--- config.mk ---
export PLATFORM = sky130hd
export DESIGN_NAME = typed_byte_operand_stack_top
export DESIGN_NICKNAME = d
export VERILOG_FILES = /design/src/rtl/core/tbos_pkg.sv /design/src/rtl/core/typed_byte_operand_stack_top.sv
export SDC_FILE = /design/constraint.sdc
export NUM_CORES = 2
export LEC_CHECK = 0
export ABC_AREA = 1
export BUFFER_PORTS_ARGS = -buffer_cell sky130_fd_sc_hd__buf_2
export CAP_MARGIN = 30
export CORE_MARGIN = 1
export CORE_UTILIZATION = 45
export DETAILED_ROUTE_END_ITERATION = 12
export PLACE_DENSITY = 0.63
export SYNTH_ARGS = -nofsm -noshare
export SYNTH_HDL_FRONTEND = slang
export SYNTH_SLANG_ARGS = --single-unit
--- constraint.sdc ---
create_clock -name clock -period 12.6 [get_ports clock]
set_clock_uncertainty 0.15 [all_clocks]
set_input_delay 1.26 -clock clock [delete_from_list [all_inputs] [get_ports clock]]
set_output_delay 1.26 -clock clock [all_outputs]
set_load 0.05 [all_outputs]
--- src/rtl/core/tbos_pkg.sv ---
// Shared request codes and status codes of the typed byte operand stack.
`timescale 1ns / 1ps
`default_nettype none

package tbos_pkg;

   // Request code carried on req_type.
   typedef logic [2:0] op_type;

   // Status code carried on rsp_status.
   typedef logic [1:0] status_type;

   localparam op_type OP_PUSH   = 3'd0;
   localparam op_type OP_POP    = 3'd1;
   localparam op_type OP_PEEK   = 3'd2;
   localparam op_type OP_READ   = 3'd3;
   localparam op_type OP_WRITE  = 3'd4;
   localparam op_type OP_GROW   = 3'd5;
   localparam op_type OP_SHRINK = 3'd6;
   localparam op_type OP_SET    = 3'd7;

   localparam status_type ST_OK      = 2'd0;
   localparam status_type ST_FULL    = 2'd1;
   localparam status_type ST_SHORT   = 2'd2;
   localparam status_type ST_OUTSIDE = 2'd3;

   // Widest value moved by one request, in bytes.
   localparam logic [3:0] MAX_BYTES = 4'd8;

endpackage

`default_nettype wire

--- src/rtl/core/typed_byte_operand_stack_top.sv ---
// Byte-addressed operand stack: a byte-wide store stepped by a small sequencer.
//
// The req_ channel carries one transaction per request: push, pop, peek,
// read at, write at, grow, shrink or set top, with a size of 0 to 8 bytes
// (larger sizes saturate to 8), a location or amount, and a write value.
// The rsp_ channel returns one transaction per request with the read value,
// the position and a status code. A request that fails its check changes
// nothing and returns a zero value and position with its status.
// The request is checked first, then the single byte port of the store is
// stepped once per value byte; a read-type request then waits for its last
// registered read byte before the result is loaded. Requests that move no
// bytes go from the check straight to the final step. The block takes one
// request at a time and raises req_ready in the cycle right after the edge
// that loads the output register.
// If rsp_ready is held low, the finished result waits in the output
// register; a following request is accepted and worked, and holds in its
// final step until the output register is free.
// After reset the store is cleared one byte per cycle, with req_ready low;
// the top pointer is zero at once.
`timescale 1ns / 1ps
`default_nettype none

module typed_byte_operand_stack_top #(
   parameter int STACK_BYTES = 256
) (
   input  wire          clock,
   input  wire          reset,
   input  wire          req_valid,
   output logic         req_ready,
   input  wire  [2:0]   req_type,
   input  wire  [3:0]   req_access_size,
   input  wire  [8:0]   req_location,
   input  wire  [63:0]  req_write_value,
   output logic         rsp_valid,
   input  wire          rsp_ready,
   output logic [63:0]  rsp_read_value,
   output logic [8:0]   rsp_position,
   output logic [1:0]   rsp_status
);

   // Address width of the store and width of the top pointer (0..STACK_BYTES).
   localparam int AW = $clog2(STACK_BYTES);
   localparam int TW = $clog2(STACK_BYTES + 1);
   // Check arithmetic width: room for top plus a 9-bit amount without wrap.
   localparam int CW = ((TW > 9) ? TW : 9) + 1;

   // Sequencer state codes.
   localparam logic [2:0] S_CLEAR  = 3'd0;
   localparam logic [2:0] S_IDLE   = 3'd1;
   localparam logic [2:0] S_CHECK  = 3'd2;
   localparam logic [2:0] S_ACCESS = 3'd3;
   localparam logic [2:0] S_FINISH = 3'd4;

   // Byte store.
   logic [7:0]          mem [STACK_BYTES];
   logic [7:0]          mem_rdata_ff;
   logic                mem_we;
   logic [AW-1:0]       mem_waddr;
   logic [AW-1:0]       mem_raddr;
   logic [7:0]          mem_wdata;

   // Control registers.
   logic [2:0]          state_ff, state_in;
   logic [AW-1:0]       clr_addr_ff, clr_addr_in;
   logic [TW-1:0]       top_ff, top_in;
   logic                rd_pend_ff, rd_pend_in;
   logic                rsp_valid_ff, rsp_valid_in;

   // Request and working registers.
   tbos_pkg::op_type    op_ff, op_in;
   logic [3:0]          size_ff, size_in;
   logic [8:0]          loc_ff, loc_in;
   logic [63:0]         wdata_ff, wdata_in;
   logic [63:0]         rdata_ff, rdata_in;
   logic [TW-1:0]       base_ff, base_in;
   logic [2:0]          cnt_ff, cnt_in;
   logic [2:0]          rd_idx_ff, rd_idx_in;
   logic                is_write_ff, is_write_in;
   logic [8:0]          pos_ff, pos_in;
   tbos_pkg::status_type st_ff, st_in;

   // Output register.
   logic [63:0]         rsp_value_ff, rsp_value_in;
   logic [8:0]          rsp_pos_ff, rsp_pos_in;
   tbos_pkg::status_type rsp_status_ff, rsp_status_in;

   // Check arithmetic on the registered request.
   logic [CW-1:0]       top_x, loc_x, n_x, cap_x;
   logic [CW-1:0]       add_src, sub_src, top_add, top_sub, loc_end;
   logic                top_short;
   logic [CW-1:0]       new_top, new_base, new_pos;
   logic                chk_ok, chk_move, chk_write;
   tbos_pkg::status_type chk_st;
   logic                last_byte;
   logic [TW-1:0]       acc_addr;

   assign top_x = CW'(top_ff);
   assign loc_x = CW'(loc_ff);
   assign n_x   = CW'(size_ff);
   assign cap_x = CW'(STACK_BYTES);

   assign add_src   = (op_ff == tbos_pkg::OP_PUSH) ? n_x : loc_x;
   assign sub_src   = ((op_ff == tbos_pkg::OP_POP) || (op_ff == tbos_pkg::OP_PEEK))
                      ? n_x : loc_x;
   assign top_add   = top_x + add_src;
   assign top_sub   = top_x - sub_src;
   assign top_short = (top_x < sub_src);
   assign loc_end   = loc_x + n_x;

   // Decide status, new top, byte range and position for the request.
   always_comb begin
      chk_st    = tbos_pkg::ST_OK;
      new_top   = top_x;
      new_base  = top_x;
      new_pos   = '0;
      chk_move  = 1'b0;
      chk_write = 1'b0;
      case (op_ff)
         tbos_pkg::OP_PUSH: begin
            if (top_add > cap_x) begin
               chk_st = tbos_pkg::ST_FULL;
            end else begin
               new_base  = top_x;
               new_pos   = top_x;
               new_top   = top_add;
               chk_move  = 1'b1;
               chk_write = 1'b1;
            end
         end
         tbos_pkg::OP_POP: begin
            if (top_short) begin
               chk_st = tbos_pkg::ST_SHORT;
            end else begin
               new_base = top_sub;
               new_pos  = top_sub;
               new_top  = top_sub;
               chk_move = 1'b1;
            end
         end
         tbos_pkg::OP_PEEK: begin
            if (top_short) begin
               chk_st = tbos_pkg::ST_SHORT;
            end else begin
               new_base = top_sub;
               new_pos  = top_sub;
               chk_move = 1'b1;
            end
         end
         tbos_pkg::OP_READ: begin
            if (loc_end > top_x) begin
               chk_st = tbos_pkg::ST_OUTSIDE;
            end else begin
               new_base = loc_x;
               new_pos  = loc_x;
               chk_move = 1'b1;
            end
         end
         tbos_pkg::OP_WRITE: begin
            if (loc_end > top_x) begin
               chk_st = tbos_pkg::ST_OUTSIDE;
            end else begin
               new_base  = loc_x;
               new_pos   = loc_x;
               chk_move  = 1'b1;
               chk_write = 1'b1;
            end
         end
         tbos_pkg::OP_GROW: begin
            if (top_add > cap_x) begin
               chk_st = tbos_pkg::ST_FULL;
            end else begin
               new_top = top_add;
               new_pos = top_add;
            end
         end
         tbos_pkg::OP_SHRINK: begin
            if (top_short) begin
               chk_st = tbos_pkg::ST_SHORT;
            end else begin
               new_top = top_sub;
               new_pos = top_sub;
            end
         end
         default: begin
            if (loc_x > cap_x) begin
               chk_st = tbos_pkg::ST_FULL;
            end else begin
               new_top = loc_x;
               new_pos = loc_x;
            end
         end
      endcase
   end

   assign chk_ok    = (chk_st == tbos_pkg::ST_OK);
   assign last_byte = ({1'b0, cnt_ff} == (size_ff - 4'd1));
   assign acc_addr  = base_ff + TW'(cnt_ff);

   // Store port selection: the clearing pass owns the write port after reset.
   assign mem_we    = (state_ff == S_CLEAR) || ((state_ff == S_ACCESS) && is_write_ff);
   assign mem_waddr = (state_ff == S_CLEAR) ? clr_addr_ff : acc_addr[AW-1:0];
   assign mem_wdata = (state_ff == S_CLEAR) ? 8'h00 : wdata_ff[7:0];
   assign mem_raddr = acc_addr[AW-1:0];

   // Byte store with registered read data.
   always_ff @(posedge clock) begin
      if (mem_we) begin
         mem[mem_waddr] <= mem_wdata;
      end
      mem_rdata_ff <= mem[mem_raddr];
   end

   // Sequencer next-state logic.
   always_comb begin
      state_in      = state_ff;
      clr_addr_in   = clr_addr_ff;
      top_in        = top_ff;
      rd_pend_in    = 1'b0;
      rsp_valid_in  = rsp_valid_ff;
      op_in         = op_ff;
      size_in       = size_ff;
      loc_in        = loc_ff;
      wdata_in      = wdata_ff;
      rdata_in      = rdata_ff;
      base_in       = base_ff;
      cnt_in        = cnt_ff;
      rd_idx_in     = rd_idx_ff;
      is_write_in   = is_write_ff;
      pos_in        = pos_ff;
      st_in         = st_ff;
      rsp_value_in  = rsp_value_ff;
      rsp_pos_in    = rsp_pos_ff;
      rsp_status_in = rsp_status_ff;

      // The output register frees as soon as its transaction is taken.
      if (rsp_valid_ff && rsp_ready) begin
         rsp_valid_in = 1'b0;
      end

      // A byte read issued last cycle lands in its place in the value.
      if (rd_pend_ff) begin
         rdata_in[{rd_idx_ff, 3'b000} +: 8] = mem_rdata_ff;
      end

      case (state_ff)
         S_CLEAR: begin
            clr_addr_in = clr_addr_ff + AW'(1);
            if (clr_addr_ff == AW'(STACK_BYTES - 1)) begin
               state_in = S_IDLE;
            end
         end
         S_IDLE: begin
            if (req_valid) begin
               op_in    = req_type;
               size_in  = (req_access_size > tbos_pkg::MAX_BYTES)
                          ? tbos_pkg::MAX_BYTES : req_access_size;
               loc_in   = req_location;
               wdata_in = req_write_value;
               rdata_in = '0;
               state_in = S_CHECK;
            end
         end
         S_CHECK: begin
            st_in       = chk_st;
            cnt_in      = '0;
            is_write_in = chk_write;
            base_in     = new_base[TW-1:0];
            if (chk_ok) begin
               top_in = new_top[TW-1:0];
               pos_in = new_pos[8:0];
            end else begin
               pos_in = '0;
            end
            if (chk_ok && chk_move && (size_ff != 4'd0)) begin
               state_in = S_ACCESS;
            end else begin
               state_in = S_FINISH;
            end
         end
         S_ACCESS: begin
            // One byte per cycle through the single store port.
            cnt_in = cnt_ff + 3'd1;
            if (is_write_ff) begin
               wdata_in = wdata_ff >> 8;
            end else begin
               rd_pend_in = 1'b1;
               rd_idx_in  = cnt_ff;
            end
            if (last_byte) begin
               state_in = S_FINISH;
            end
         end
         S_FINISH: begin
            if (!rd_pend_ff && (!rsp_valid_ff || rsp_ready)) begin
               rsp_valid_in  = 1'b1;
               rsp_value_in  = rdata_ff;
               rsp_pos_in    = pos_ff;
               rsp_status_in = st_ff;
               state_in      = S_IDLE;
            end
         end
         default: begin
            state_in = S_IDLE;
         end
      endcase
   end

   // Control registers.
   always_ff @(posedge clock) begin
      if (reset) begin
         state_ff     <= S_CLEAR;
         clr_addr_ff  <= '0;
         top_ff       <= '0;
         rd_pend_ff   <= 1'b0;
         rsp_valid_ff <= 1'b0;
      end else begin
         state_ff     <= state_in;
         clr_addr_ff  <= clr_addr_in;
         top_ff       <= top_in;
         rd_pend_ff   <= rd_pend_in;
         rsp_valid_ff <= rsp_valid_in;
      end
   end

   // Payload registers.
   always_ff @(posedge clock) begin
      op_ff         <= op_in;
      size_ff       <= size_in;
      loc_ff        <= loc_in;
      wdata_ff      <= wdata_in;
      rdata_ff      <= rdata_in;
      base_ff       <= base_in;
      cnt_ff        <= cnt_in;
      rd_idx_ff     <= rd_idx_in;
      is_write_ff   <= is_write_in;
      pos_ff        <= pos_in;
      st_ff         <= st_in;
      rsp_value_ff  <= rsp_value_in;
      rsp_pos_ff    <= rsp_pos_in;
      rsp_status_ff <= rsp_status_in;
   end

   // Ports.
   assign req_ready      = (state_ff == S_IDLE);
   assign rsp_valid      = rsp_valid_ff;
   assign rsp_read_value = rsp_value_ff;
   assign rsp_position   = rsp_pos_ff;
   assign rsp_status     = rsp_status_ff;

endmodule

`default_nettype wire
## Word-level counts from Yosys, hierarchy flattened

Memories as Yosys holds them, arrays and structs flattened. A register that Yosys moved wholly into a read port is not among the register bits.
Index checks and enable logic that the tools add are counted.

- Magnitude comparators: 5
- Muxes and demuxes: 46
- Shift-type cells: 2
- Bitwise operators: 3
- Equality and inequality tests: 19
- Reduce and logical (&&, ||, !) cells: 29
- Add/subtract/negate cells: 8

Operator list:

| operator | number |
|---|---|
| 64-bit two-way mux | 5 |
| 64-bit one-hot mux with 2 select lines | 1 |
| 9-bit two-way mux | 10 |
| 64-bit bitwise mux | 1 |
| 8-bit by 8-bit variable shift with 64-bit output (first input constant) | 1 |
| 8-bit by 8-bit indexed part select with 64-bit output | 1 |
| 9-bit one-hot mux with 4 select lines | 1 |
| 9-bit one-hot mux with 3 select lines | 1 |
| 8-bit two-way mux | 3 |
| 8-bit one-hot mux with 2 select lines | 1 |
| 3-bit two-way mux | 5 |
| 3-bit one-hot mux with 5 select lines | 1 |
| 3-bit by 2-bit equality test with 1-bit output (second input constant) | 4 |
| 3-bit equality test (second input constant) | 4 |
| 1-bit two-way mux | 11 |
| 9-bit by 4-bit adder with 10-bit output | 1 |
| 9-bit by 9-bit adder with 10-bit output | 1 |
| 10-bit by 9-bit greater-than comparator with 1-bit output | 1 |
| 10-bit by 9-bit greater-than comparator with 1-bit output (second input constant) | 1 |
| 2-bit != test (second input constant) | 5 |
| 2-bit OR reduction | 5 |
| 9-bit greater-than comparator (second input constant) | 1 |
| 9-bit less-than comparator | 1 |
| 9-bit subtractor | 1 |
| other kinds (29) | 45 |

- Word-level logic and storage cells: 132
- Memory bits (writable): 2048
- Output and inout bits: 77
- Bits of input ports: 84
- Memories kept: 1
- Flip-flop bits (word level): 267

Memories:

| memory | words | bits a word | read ports | clocked after memory_dff | wr ports | RTL line | text |
|---|---|---|---|---|---|---|---|
| mem | 256 | 8 | 1 | 1 | 1 | typed_byte_operand_stack_top.sv:55 | `logic [7:0] mem [STACK_BYTES];` |

## Longest topological paths before layout

- Word-level depth: 11
- Depth in mapped cells: 24
- Gate-level depth less buffers: 24

## Worst setup path before layout

No wires, ideal clock.

- Kind: register to register
- Start: reg state_ff[0]
- End: mem mem[0][0] (data pin)
- Data arrival time: 6596 ps
- Path slack: 4461 ps
- Library setup time: 1393 ps
- Data required time: 11057 ps
- Period minus slack after synthesis: 8139 ps
- Cell stages (with the launch flop): 6
- Path buffers: 1
- Path through: dfxtp_1 -> nor2_1 -> inv_2 -> nor2_2 -> clkbuf_1 -> nor2_1

- Longest elaborated chain between the ends: 2

Ends and longest elaborated chain:

| element | RTL line | text |
|---|---|---|
| start, declared | typed_byte_operand_stack_top.sv:63 | `logic [2:0] state_ff, state_in;` |
| start signal, assigned | typed_byte_operand_stack_top.sv:317 | `state_ff <= state_in;` |
| 3-bit logical NOT | typed_byte_operand_stack_top.sv:202 | `assign mem_wdata = (state_ff == S_CLEAR) ? 8'h00 : wdata_ff[7:0];` |
| 8-bit two-way mux | typed_byte_operand_stack_top.sv:202 |  |
| via mem_wdata[0] | typed_byte_operand_stack_top.sv:60 | `logic [7:0] mem_wdata;` |
| end, declared | typed_byte_operand_stack_top.sv:55 |  |

The timed path passes the listed nets, and every way through them passes these cells.

## Worst setup path in the final report

- Start: reg cnt_ff[0]
- End: reg mem_rdata_ff[2], read port of mem

- Longest elaborated chain between the ends: 1

Ends and longest elaborated chain:

| element | RTL line | text |
|---|---|---|
| start, declared | typed_byte_operand_stack_top.sv:76 | `logic [2:0] cnt_ff, cnt_in;` |
| start signal, assigned | typed_byte_operand_stack_top.sv:333 | `cnt_ff <= cnt_in;` |
| 8-bit by 3-bit adder with 8-bit output | typed_byte_operand_stack_top.sv:197 | `assign acc_addr = base_ff + TW'(cnt_ff);` |
| end, declared | typed_byte_operand_stack_top.sv:56 | `logic [7:0] mem_rdata_ff;` |

No other way between the ends.
A chain may end at the register's enable or synchronous reset.

==> impl_results.md <==
* Status: complete, no violations
* Routed WL at approximately 250000 µm
* Post-route ant nets at 0
* Port Buffers at 160
* Syn. warnings at 0
* Critical path arrival at ~6500 ps
* Seq/Total Area, Yosys at 72.5%
* Worst-path maximum fanout at roughly 220
* Clk_lat worst skew at between 800 and 900 ps
* Number of vias per cell at between 5 and 6
* Largest area contributor in the netlist: edfxtp_1
* Footprint of the multi-input gates at ~23000 µm²
* # nets final at ~8000
* Fin util at 50.4%
* Endpoints failing setup at 0
* Sw frac at 39.1%
* Max_cap viols at 0
* FP Rows at ~170
* Fmax at between 150 and 200 MHz
* Die Wd at roughly 460 µm
* DP Wirelength at ~140000 µm
* Synth top area cells: edfxtp_1 (70%), nor2_1 (7.6%), o21ai_0 (6.2%)
* Placed Cells at about 10000
* Worst setup EP type: flop
* Avg Cell Area, Syn at around 12 µm²
* IO Pins at between 150 and 200
* Pwr dens at around 240 nW/µm²
* Reg power frac at about two fifths
* Root Buffer: clkbuf_16
* Yosys top cell area share at 70.5%
* Switching Power at slightly below 10 mW
* Initial Util at 45.3%
* Post-route clock period utilization at between 40 and 50%
* Via Count at about 60000
* Post-Syn Area at ~95000 µm²
* First-pass GRT wire length at 374000 µm
* Fin Setup TNS at 0 ps
* Mapped Cells at between 7000 and 8000
* CTS tree: built
* DR WL/cell at 23.2 µm
* Gr usage total at a little under a quarter
* Post-cts resize count at 0
* Most common cell after layout, fill and taps aside: edfxtp_1
* RSZ-0062 raised after global routing: false
* Leak Pwr at ~35 nW
* CORE AREA at ~210000 µm²
* VDD IR max at between 200 and 300 µV
* Die ar. at roughly 210000 µm²
* Number of global-route vias before repair at just under 60000
* DIE HEIGHT at roughly 460 µm
* Worst setup path class: reg2reg
* Startpoint types: flop
* Worst slack, placed at between 6000 and 7000 ps
* Rel. slew slack at between 10% and 20%
* Clock sink count at 2323
* Final Hold Viols at 0
* Pins Over Slew Limit at 0
* Post-synth net total at between 8000 and 9000
* Routability cong. at around 0.9
* Hold crit path type: reg2reg
* Total power at 25.2 mW
* Non-Filler Instances at around 11000
* WP data required at approximately 13000 ps
* Combinational Power Share at a little over a third
* Gr ovfl total at 0
* Inserted Clock Buffers at 229
* Most frequent cells in the layout: edfxtp_1 (2229), nor2_1 (1899), o21ai_0 (1167)
* Largest net degree at the start of global routing at 230
* Fill count at 17920
* Int Pwr at between 15 and 20 mW
* Share of layout cells above drive strength 1 at 8.27%
* Drt initial violations at 6860
* Syn-to-layout area delta at 11.2%
* H-tree depth at 4
* Register Area at 68800 µm²
* Worst Tran Pin Value at approximately 1300 ps
* Tmin final at about 5900 ps
* Seq cells post-synth at roughly 2300
* Number of remaining DRC errors at 0
* Setup bufs post-CTS at 0
* Worst Setup Slack, final at 6650 ps
* Netlist cell types at between 50 and 60
* Clock group share of total power at 26.2%
* Reg clk slew, reported paths at about 60 ps
* Initial antenna violation count at 5
* # hold bufs at CTS at 0
* Clk buf depth at 3
* 1st-pass router iterations at 6
## worst paths after layout
path | cells past startpoint | start | slack (ps) | end
hold / removal | 0 | pos_ff[6] | 250 | rsp_position[6]
setup reg to reg | 15 | cnt_ff[0] | 6650 | mem_rdata_ff[2]
setup / recovery | 15 | cnt_ff[0] | 6650 | mem_rdata_ff[2]
hold reg to reg | 0 | pos_ff[6] | 250 | rsp_position[6]
## registers in the layout, indices dropped and copies added (netlist names)
signal	flops
top_ff	9
rsp_valid	1
is_write_ff	1
mem_rdata_ff	8
rsp_status	2
size_ff	4
loc_ff	9
rsp_position	9
cnt_ff	3
state_ff	3
rd_idx_ff	3
wdata_ff	64
rdata_ff	64
clr_addr_ff	8
base_ff	8
rsp_read_value	64
st_ff	2
mem	2048
pos_ff	9
op_ff	3
rd_pend_ff	1
## per-layer routing
metal	global-route usage [%]	wire length, µm	vias to the layer above
met3	4.30	20000	437
met2	36.2	117000	2494
li1	-	-	28414
met4	8.97	9550	0
met1	32.6	106000	30414
met5	0	0	-
## cell families after synthesis
group	share of synthesized area [%]
compound gates	11.1
simple gates	12.5
flops	72.5
fa+ha+maj	0.598
buf+inv	3.06
xor+xnor	0.261
## cell type report
| type | count | area share [%] |
|---|---|---|
| Clock buffer | 298 | 5.74 |
| Tap cell | 2805 | 3.32 |
| Antenna cell | 3 | 0.00711 |
| Timing Repair Buffer | 255 | 1.81 |
| Inverter | 181 | 0.663 |
| Clock inverter | 131 | 1.08 |
| Multi-Input combinational cell | 4892 | 22.2 |
| Sequential cell | 2323 | 65.2 |
## cells in the mapped netlist, drive strengths merged
| master | n |
|---|---|
| nor3b | 1 |
| xor2 | 18 |
| o31a | 1 |
| inv | 178 |
| nor2 | 1930 |
| clkinv | 3 |
| o221ai | 2 |
| o21bai | 3 |
| o21ai | 1197 |
| a31oi | 9 |
| a211oi | 1 |
| a21o | 3 |
| xnor2 | 6 |
| ha | 39 |
| clkbuf | 303 |
| a21boi | 1 |
| o22ai | 6 |
| fa | 4 |
| or2 | 2 |
| edfxtp | 2229 |
| buf | 217 |
| a21oi | 130 |
| dfxtp | 94 |
| nor3 | 31 |
| nand4 | 11 |
| a221oi | 4 |
| nand3b | 2 |
| o211ai | 486 |
| nor4 | 1 |
| nand2 | 645 |
| nand3 | 358 |
| o31ai | 1 |
## power by group through the flow
stage	Clock [mW]	Sequential [mW]	Combinational (mW)
floorplan	0	10.0	5.45
global placement	0	9.77	8.69
detailed placement	0	9.77	8.82
CTS	6.67	9.61	8.85
global route	6.96	9.63	9.74
finish	6.60	9.62	8.99
## worst max-delay path, cell delays in order (launching register included)
cell and delay, ps:
edfxtp_1 490, ha_4 220, fa_4 860, buf_12 560
buf_4 850, buf_4 660, buf_16 310, nor2_1 90
o21ai_0 100, o211ai_1 120, nand3_1 160, a21oi_1 140
o21ai_1 460, nand3_1 150, o211ai_1 130, nand2_1 80
## stage by stage
stage	cell area, µm²	hold WS [ps]
2_1_floorplan	95000	250
3_3_place_gp	98100	253
3_5_place_dp	98200	257
4_1_cts	105000	240
5_1_grt	106000	266
6_report	106000	247
Power figures use the tool's default switching activity.
